--- config.mk ---
export PLATFORM = sky130hd
export DESIGN_NAME = ukot_ctrl
export DESIGN_NICKNAME = d
export VERILOG_FILES = /design/src/sv/ukot_pkg.sv /design/src/sv/ukot_ctrl.sv
export SDC_FILE = /design/constraint.sdc
export NUM_CORES = 1
export LEC_CHECK = 0
export BUFFER_PORTS_ARGS = -buffer_cell sky130_fd_sc_hd__buf_4
export CORE_ASPECT_RATIO = 0.7
export CORE_MARGIN = 1.5
export CORE_UTILIZATION = 43
export CTS_BUF_LIST = sky130_fd_sc_hd__clkbuf_16
export DETAILED_ROUTE_END_ITERATION = 10
export GPL_ROUTABILITY_DRIVEN = 0
export PLACE_DENSITY = 0.77
export SETUP_SLACK_MARGIN = 0.05
export SLEW_MARGIN = 30
export SYNTH_ARGS = -nofsm -noshare
export SYNTH_HDL_FRONTEND = slang
export SYNTH_SLANG_ARGS = --single-unit
--- constraint.sdc ---
create_clock -name clk -period 11.05 [get_ports clk]
set_clock_uncertainty 0.05 [all_clocks]
set_input_delay 1.6575 -clock clk [delete_from_list [all_inputs] [get_ports clk]]
set_output_delay 1.6575 -clock clk [all_outputs]
set_load 0.02 [all_outputs]
--- src/sv/ukot_pkg.sv ---
// ----------------------------------------------------------------------------
// ukot_pkg
// Shared types and codes for the unique-key ordered table: request and status
// codes, the stored record layout and the memory control group.
// ----------------------------------------------------------------------------
`default_nettype none

package ukot_pkg;

    localparam int DEPTH_DEF = 128;

    // Request codes; code 3 is unused and answers with an empty OK.
    localparam logic [1:0] REQ_INSERT = 2'd0;
    localparam logic [1:0] REQ_REMOVE = 2'd1;
    localparam logic [1:0] REQ_FIND   = 2'd2;

    // Result status codes
    localparam logic [1:0] ST_OK   = 2'd0;
    localparam logic [1:0] ST_FULL = 2'd1;
    localparam logic [1:0] ST_DUP  = 2'd2;
    localparam logic [1:0] ST_MISS = 2'd3;

    typedef enum logic [1:0] {
        S_IDLE,
        S_SCAN,
        S_SHIFT
    } state_t;

    typedef struct packed {
        logic [31:0] key;
        logic [31:0] value;
    } entry_t;

    typedef struct packed {
        logic rd_en;
        logic wr_en;
    } mem_ctl_t;

endpackage

`default_nettype wire

--- src/sv/ukot_ctrl.sv ---
// ----------------------------------------------------------------------------
// ukot_ctrl
// Sequencer for the ordered table: linear key scan through the record memory
// with a single key comparator, append on insert, shift-down on remove, and
// the registered result port.
// ----------------------------------------------------------------------------
`default_nettype none

module ukot_ctrl #(
    parameter int DEPTH = ukot_pkg::DEPTH_DEF,
    parameter int AW    = $clog2(DEPTH),
    parameter int CW    = $clog2(DEPTH + 1)
) (
    input  wire logic               clk,
    input  wire logic               rst_n,
    input  wire logic               start,
    output logic                    busy,
    input  wire logic [1:0]         req_type,
    input  wire logic signed [31:0] key,
    input  wire logic [31:0]        record_value,
    output ukot_pkg::mem_ctl_t      mem_ctl,
    output logic [AW-1:0]           rd_addr,
    output logic [AW-1:0]           wr_addr,
    output ukot_pkg::entry_t        wr_data,
    input  wire ukot_pkg::entry_t   rd_data,
    output logic                    done,
    output logic [1:0]              status,
    output logic [6:0]              position,
    output logic [31:0]             found_value,
    output logic [7:0]              entry_count
);
    import ukot_pkg::*;

    state_t        state_reg, state_next;
    logic [1:0]    req_reg, req_next;
    logic [31:0]   key_reg, key_next;
    logic [31:0]   val_reg, val_next;
    logic [CW-1:0] fill_reg, fill_next;
    logic [CW-1:0] idx_reg, idx_next;
    logic          pend_reg, pend_next;
    logic [AW-1:0] pend_idx_reg, pend_idx_next;
    logic [AW-1:0] pos_reg, pos_next;
    logic [31:0]   got_reg, got_next;

    logic          done_reg, done_next;
    logic [1:0]    status_reg, status_next;
    logic [6:0]    position_reg, position_next;
    logic [31:0]   found_reg, found_next;
    logic [7:0]    count_reg, count_next;

    logic [CW-1:0] fill_inc;
    logic [CW-1:0] fill_dec;
    logic [CW-1:0] idx_inc;
    logic [CW-1:0] idx_dec;
    logic [CW-1:0] pend_inc;
    logic          full;
    logic          hit;

    assign fill_inc = fill_reg + 1'b1;
    assign fill_dec = fill_reg - 1'b1;
    assign idx_inc  = idx_reg + 1'b1;
    assign idx_dec  = idx_reg - 1'b1;
    assign pend_inc = CW'(pend_idx_reg) + 1'b1;
    assign full     = (fill_reg == CW'(DEPTH));
    assign hit      = pend_reg && (rd_data.key == key_reg);

    always_ff @(posedge clk or negedge rst_n)
    begin
        if (!rst_n)
        begin
            state_reg <= S_IDLE;
            fill_reg  <= '0;
            idx_reg   <= '0;
            pend_reg  <= 1'b0;
            done_reg  <= 1'b0;
        end
        else
        begin
            state_reg <= state_next;
            fill_reg  <= fill_next;
            idx_reg   <= idx_next;
            pend_reg  <= pend_next;
            done_reg  <= done_next;
        end
    end

    always_ff @(posedge clk)
    begin
        req_reg      <= req_next;
        key_reg      <= key_next;
        val_reg      <= val_next;
        pend_idx_reg <= pend_idx_next;
        pos_reg      <= pos_next;
        got_reg      <= got_next;
        status_reg   <= status_next;
        position_reg <= position_next;
        found_reg    <= found_next;
        count_reg    <= count_next;
    end

    always_comb
    begin
        state_next    = state_reg;
        req_next      = req_reg;
        key_next      = key_reg;
        val_next      = val_reg;
        fill_next     = fill_reg;
        idx_next      = idx_reg;
        pend_next     = pend_reg;
        pend_idx_next = pend_idx_reg;
        pos_next      = pos_reg;
        got_next      = got_reg;
        done_next     = 1'b0;
        status_next   = status_reg;
        position_next = position_reg;
        found_next    = found_reg;
        count_next    = count_reg;
        mem_ctl       = '0;
        rd_addr       = idx_reg[AW-1:0];
        wr_addr       = pend_idx_reg;
        wr_data       = rd_data;

        unique case (state_reg)
            S_IDLE:
            begin
                if (start)
                begin
                    req_next  = req_type;
                    key_next  = key;
                    val_next  = record_value;
                    idx_next  = '0;
                    pend_next = 1'b0;
                    priority if (req_type == REQ_INSERT && full)
                    begin
                        done_next     = 1'b1;
                        status_next   = ST_FULL;
                        position_next = '0;
                        found_next    = '0;
                        count_next    = 8'(fill_reg);
                    end
                    else if (req_type != REQ_INSERT && req_type != REQ_REMOVE
                             && req_type != REQ_FIND)
                    begin
                        done_next     = 1'b1;
                        status_next   = ST_OK;
                        position_next = '0;
                        found_next    = '0;
                        count_next    = 8'(fill_reg);
                    end
                    else
                    begin
                        state_next = S_SCAN;
                    end
                end
            end

            S_SCAN:
            begin
                // Compare the entry read last cycle while the next read goes out.
                priority if (hit)
                begin
                    pend_next = 1'b0;
                    priority if (req_reg == REQ_INSERT)
                    begin
                        done_next     = 1'b1;
                        status_next   = ST_DUP;
                        position_next = '0;
                        found_next    = '0;
                        count_next    = 8'(fill_reg);
                        state_next    = S_IDLE;
                    end
                    else if (req_reg == REQ_FIND)
                    begin
                        done_next     = 1'b1;
                        status_next   = ST_OK;
                        position_next = 7'(pend_idx_reg);
                        found_next    = rd_data.value;
                        count_next    = 8'(fill_reg);
                        state_next    = S_IDLE;
                    end
                    else
                    begin
                        pos_next   = pend_idx_reg;
                        got_next   = rd_data.value;
                        idx_next   = pend_inc;
                        state_next = S_SHIFT;
                    end
                end
                else if (idx_reg == fill_reg && !pend_reg)
                begin
                    done_next     = 1'b1;
                    position_next = '0;
                    found_next    = '0;
                    count_next    = 8'(fill_reg);
                    state_next    = S_IDLE;
                    if (req_reg == REQ_INSERT)
                    begin
                        // Append at the end of the table.
                        mem_ctl.wr_en = 1'b1;
                        wr_addr       = fill_reg[AW-1:0];
                        wr_data.key   = key_reg;
                        wr_data.value = val_reg;
                        fill_next     = fill_inc;
                        status_next   = ST_OK;
                        position_next = 7'(fill_reg);
                        count_next    = 8'(fill_inc);
                    end
                    else
                    begin
                        status_next = ST_MISS;
                    end
                end
                else if (idx_reg < fill_reg)
                begin
                    mem_ctl.rd_en = 1'b1;
                    pend_next     = 1'b1;
                    pend_idx_next = idx_reg[AW-1:0];
                    idx_next      = idx_inc;
                end
                else
                begin
                    pend_next = 1'b0;
                end
            end

            S_SHIFT:
            begin
                // Read entry i+1, write it back to i on the following cycle.
                if (pend_reg)
                begin
                    mem_ctl.wr_en = 1'b1;
                end
                if (idx_reg < fill_reg)
                begin
                    mem_ctl.rd_en = 1'b1;
                    pend_next     = 1'b1;
                    pend_idx_next = idx_dec[AW-1:0];
                    idx_next      = idx_inc;
                end
                else
                begin
                    pend_next = 1'b0;
                    if (!pend_reg)
                    begin
                        fill_next     = fill_dec;
                        done_next     = 1'b1;
                        status_next   = ST_OK;
                        position_next = 7'(pos_reg);
                        found_next    = got_reg;
                        count_next    = 8'(fill_dec);
                        state_next    = S_IDLE;
                    end
                end
            end

            default:
            begin
                state_next = S_IDLE;
            end
        endcase
    end

    assign busy        = (state_reg != S_IDLE);
    assign done        = done_reg;
    assign status      = status_reg;
    assign position    = position_reg;
    assign found_value = found_reg;
    assign entry_count = count_reg;

endmodule

`default_nettype wire

==> reports/qor.csv <==
stage,metric,value,unit
status,status,"complete, no violations",
worst_setup_path,Critical Path Fanout Max,10,
clock_network,post-CTS resize count,0,
cells_and_area,fraction of layout cells with a size suffix above 1,31.4,%
yosys,post-synth top area share,52.4,%
yosys,Unique masters post-synth,54,
yosys,fraction of registers with async set/reset,11.0,%
clock_network,CTS tree,yes,
clock_network,CTS Buffer Depth,2,
worst_setup_path,WP data required,9340,ps
worst_setup_path,Critical Path AT,3760,ps
global_route,first-pass GRT wire length,39.3,mm
hold_path,worst min-delay path class,reg -> reg,
clock_network,htree depth,4,
placement,dpl cell area,11400,um2
yosys,post-synthesis sequential area ratio,57.8,%
floorplan,IO Count,264,
detailed_routing,Total Wirelength,25.5,mm
global_route,largest net degree at the start of global routing,75,
global_route,grt ovf,0,
cells_and_area,Filler Cells Inserted,1731,
worst_setup_path,Worst R2R Setup Slack,7390,ps
yosys,Synthesis Warnings,0,
yosys,leading post-synthesis cells by cell area,"edfxtp_1 (52%), mux2_1 (7.6%), dfrtp_1 (5.4%)",
clock_network,Post CTS Setup Buffer Count,0,
power_and_ir_drop,Pwr Density,122,nW/um2
worst_setup_path,critical path endpoint category,output pin,
timing,maximum clock rate,183,MHz
placement,Post-DP HPWL,18.2,mm
yosys,Mean Syn Cell Area,12.0,um2
power_and_ir_drop,Power Total,1480,uW
clock_network,hold buffers post-CTS,0,
floorplan,Starting Density,44.2,%
timing,measured slew at the worst slew-check pin,930,ps
yosys,"EDFF count, synth",161,
detailed_routing,Antenna Nets Post-Route,0,
yosys,Post-synth top flop,edfxtp_1,
floorplan,Die Wd,178,um
detailed_routing,DR vias/cell,5.59,
timing,Slew headroom,38.0,%
clock_network,CTS root buf,clkbuf_16,
placement,I/O Buffers,263,
yosys,Mapped Area,9220,um2
cells_and_area,final design area excluding fillers,12100,um2
global_route,GRT Overall Usage,23.1,%
floorplan,core outline area,20900,um2
power_and_ir_drop,maximum VDD drop,0.0000756,V
floorplan,site row count,44,
clock_network,clock latency at the later pin of the worst-skew pair,450,ps
detailed_routing,DR iter-0 viols,648,
yosys,#FFs+latches synth,181,
cells_and_area,final instance count without filler cells,1302,
detailed_routing,DRC,0,
global_route,initial antenna violation count,0,
timing,RSZ-0062 raised after global routing,no,
detailed_routing,DR WL/cell,19.6,um
clock_network,"CTS clk-pin slew, worst paths",70,ps
timing,Tmin final,5470,ps
detailed_routing,vias,7283,
placement,Post-Place Cells,1270,
cells_and_area,Syn-to-layout area delta,30.7,%
floorplan,die area,22400,um2
power_and_ir_drop,LEAKAGE,0.00469,uW
global_route,vias in the first global route,7006,
timing,final worst-path cycle share,49.5,%
floorplan,die height,126,um
cells_and_area,"commonest non-fill, non-tap cell in the layout",buf_4,
clock_network,CTS sink cnt,181,
yosys,syn nets,926,
cells_and_area,NumNets Final,1168,
worst_setup_path,CP startpoint kind,input pin,
timing,Final Hold Fails,0,
timing,Fin Setup TNS,0,ps
cells_and_area,most frequent cells in the layout,"buf_4 (271), edfxtp_1 (161), nand2_1 (67)",
worst_setup_path,Critical Setup Path Class,in -> out,
timing,Final setup violation count,0,
timing,Max Slew Vio Count,0,
yosys,Mapped Cells,771,
yosys,post-synth top area cell,edfxtp_1,
cells_and_area,Antenna Cells,0,
job,number of max-cap violations,0,
detailed_routing,TritonRoute pass-1 iters,7,
clock_network,Inserted Clock Buffers,17,
==> final timing paths <==
check	start	endpoint	depth (start not counted)
setup / recovery	rd_data[52]	wr_addr[6]	8
hold / removal	fill_reg[7]	fill_reg[7]	1
setup reg to reg	state_reg[1]	idx_reg[5]	9
hold reg to reg	fill_reg[7]	fill_reg[7]	1
max in group asynchronous	rst_n	fill_reg[6]	1
min in group asynchronous	rst_n	state_reg[0]	1
==> kinds of logic (layout without fill, tap and decap cells) <==
| kind of cell | count (synthesis) | in the layout | share of synthesized area (%) |
|---|---|---|---|
| DFF | 181 | 181 | 57.8 |
| xor gates and xnor gates | 45 | 45 | 4.27 |
| AOI/OAI and AO/OA | 132 | 132 | 9.59 |
| buffers and inverters | 73 | 328 | 3.34 |
| and+or+nand+nor | 245 | 245 | 13.1 |
| adders and majority gates | 22 | 22 | 2.98 |
| muxes | 73 | 73 | 8.83 |
==> metrics by stage <==
step | util [%] | setup WS [ps] | hold WS [ps]
3_5_place_dp | 54.7 | 5610 | 482
4_1_cts | 57.8 | 5610 | 494
5_1_grt | 57.8 | 5470 | 526
3_3_place_gp | 54.7 | 5640 | 475
2_1_floorplan | - | 4920 | 445
6_report | 57.8 | 5580 | 490
==> report_power, final <==
part           internal (uW)  total (uW)  switching, uW
clock                    316         636            320
sequential               740         740   0.0000000454
combinational           54.0        99.5           45.5
==> layout make-up <==
class                      instances  area (um2)  area share [%]
clock inverter                    15         211            1.75
timing repair buffer             271        2030            16.9
sequential                       181        5340            44.3
inverter                          25        93.8           0.778
clock buffer                      17         425            3.53
tap                              276         345            2.86
multi-input combinational        517        3610            29.9
==> synth_stat cells, drive strengths merged, types with 4 or more instances <==
library cell,count
a21oi,15
a22oi,42
and3,5
buf,17
clkbuf,31
dfrtp,20
edfxtp,161
ha,22
inv,25
mux2,67
mux2i,6
nand2,67
nand2b,5
nand3,27
nand4,11
nor2,67
nor2b,8
nor3,22
nor3b,4
nor4,14
o211ai,5
o21ai,38
o221ai,7
xnor2,15
xor2,30
==> metal layers <==
| metal | GRT usage (%) | part of all wire, % |
|---|---|---|
| met1 | 31.4 | 41 |
| met2 | 35.6 | 47 |
| met3 | 7.15 | 10 |
| met4 | 6.82 | 2.0 |
| met5 | 0 | 0 |
==> critical path: stages <==
cell	delay [ps]
buf_4	110
xor2_1	150
nor4_1	460
nand2_1	110
or4_1	820
nand2_1	170
o21ai_1	90
buf_4	190
(Power assumes the default switching activity.)
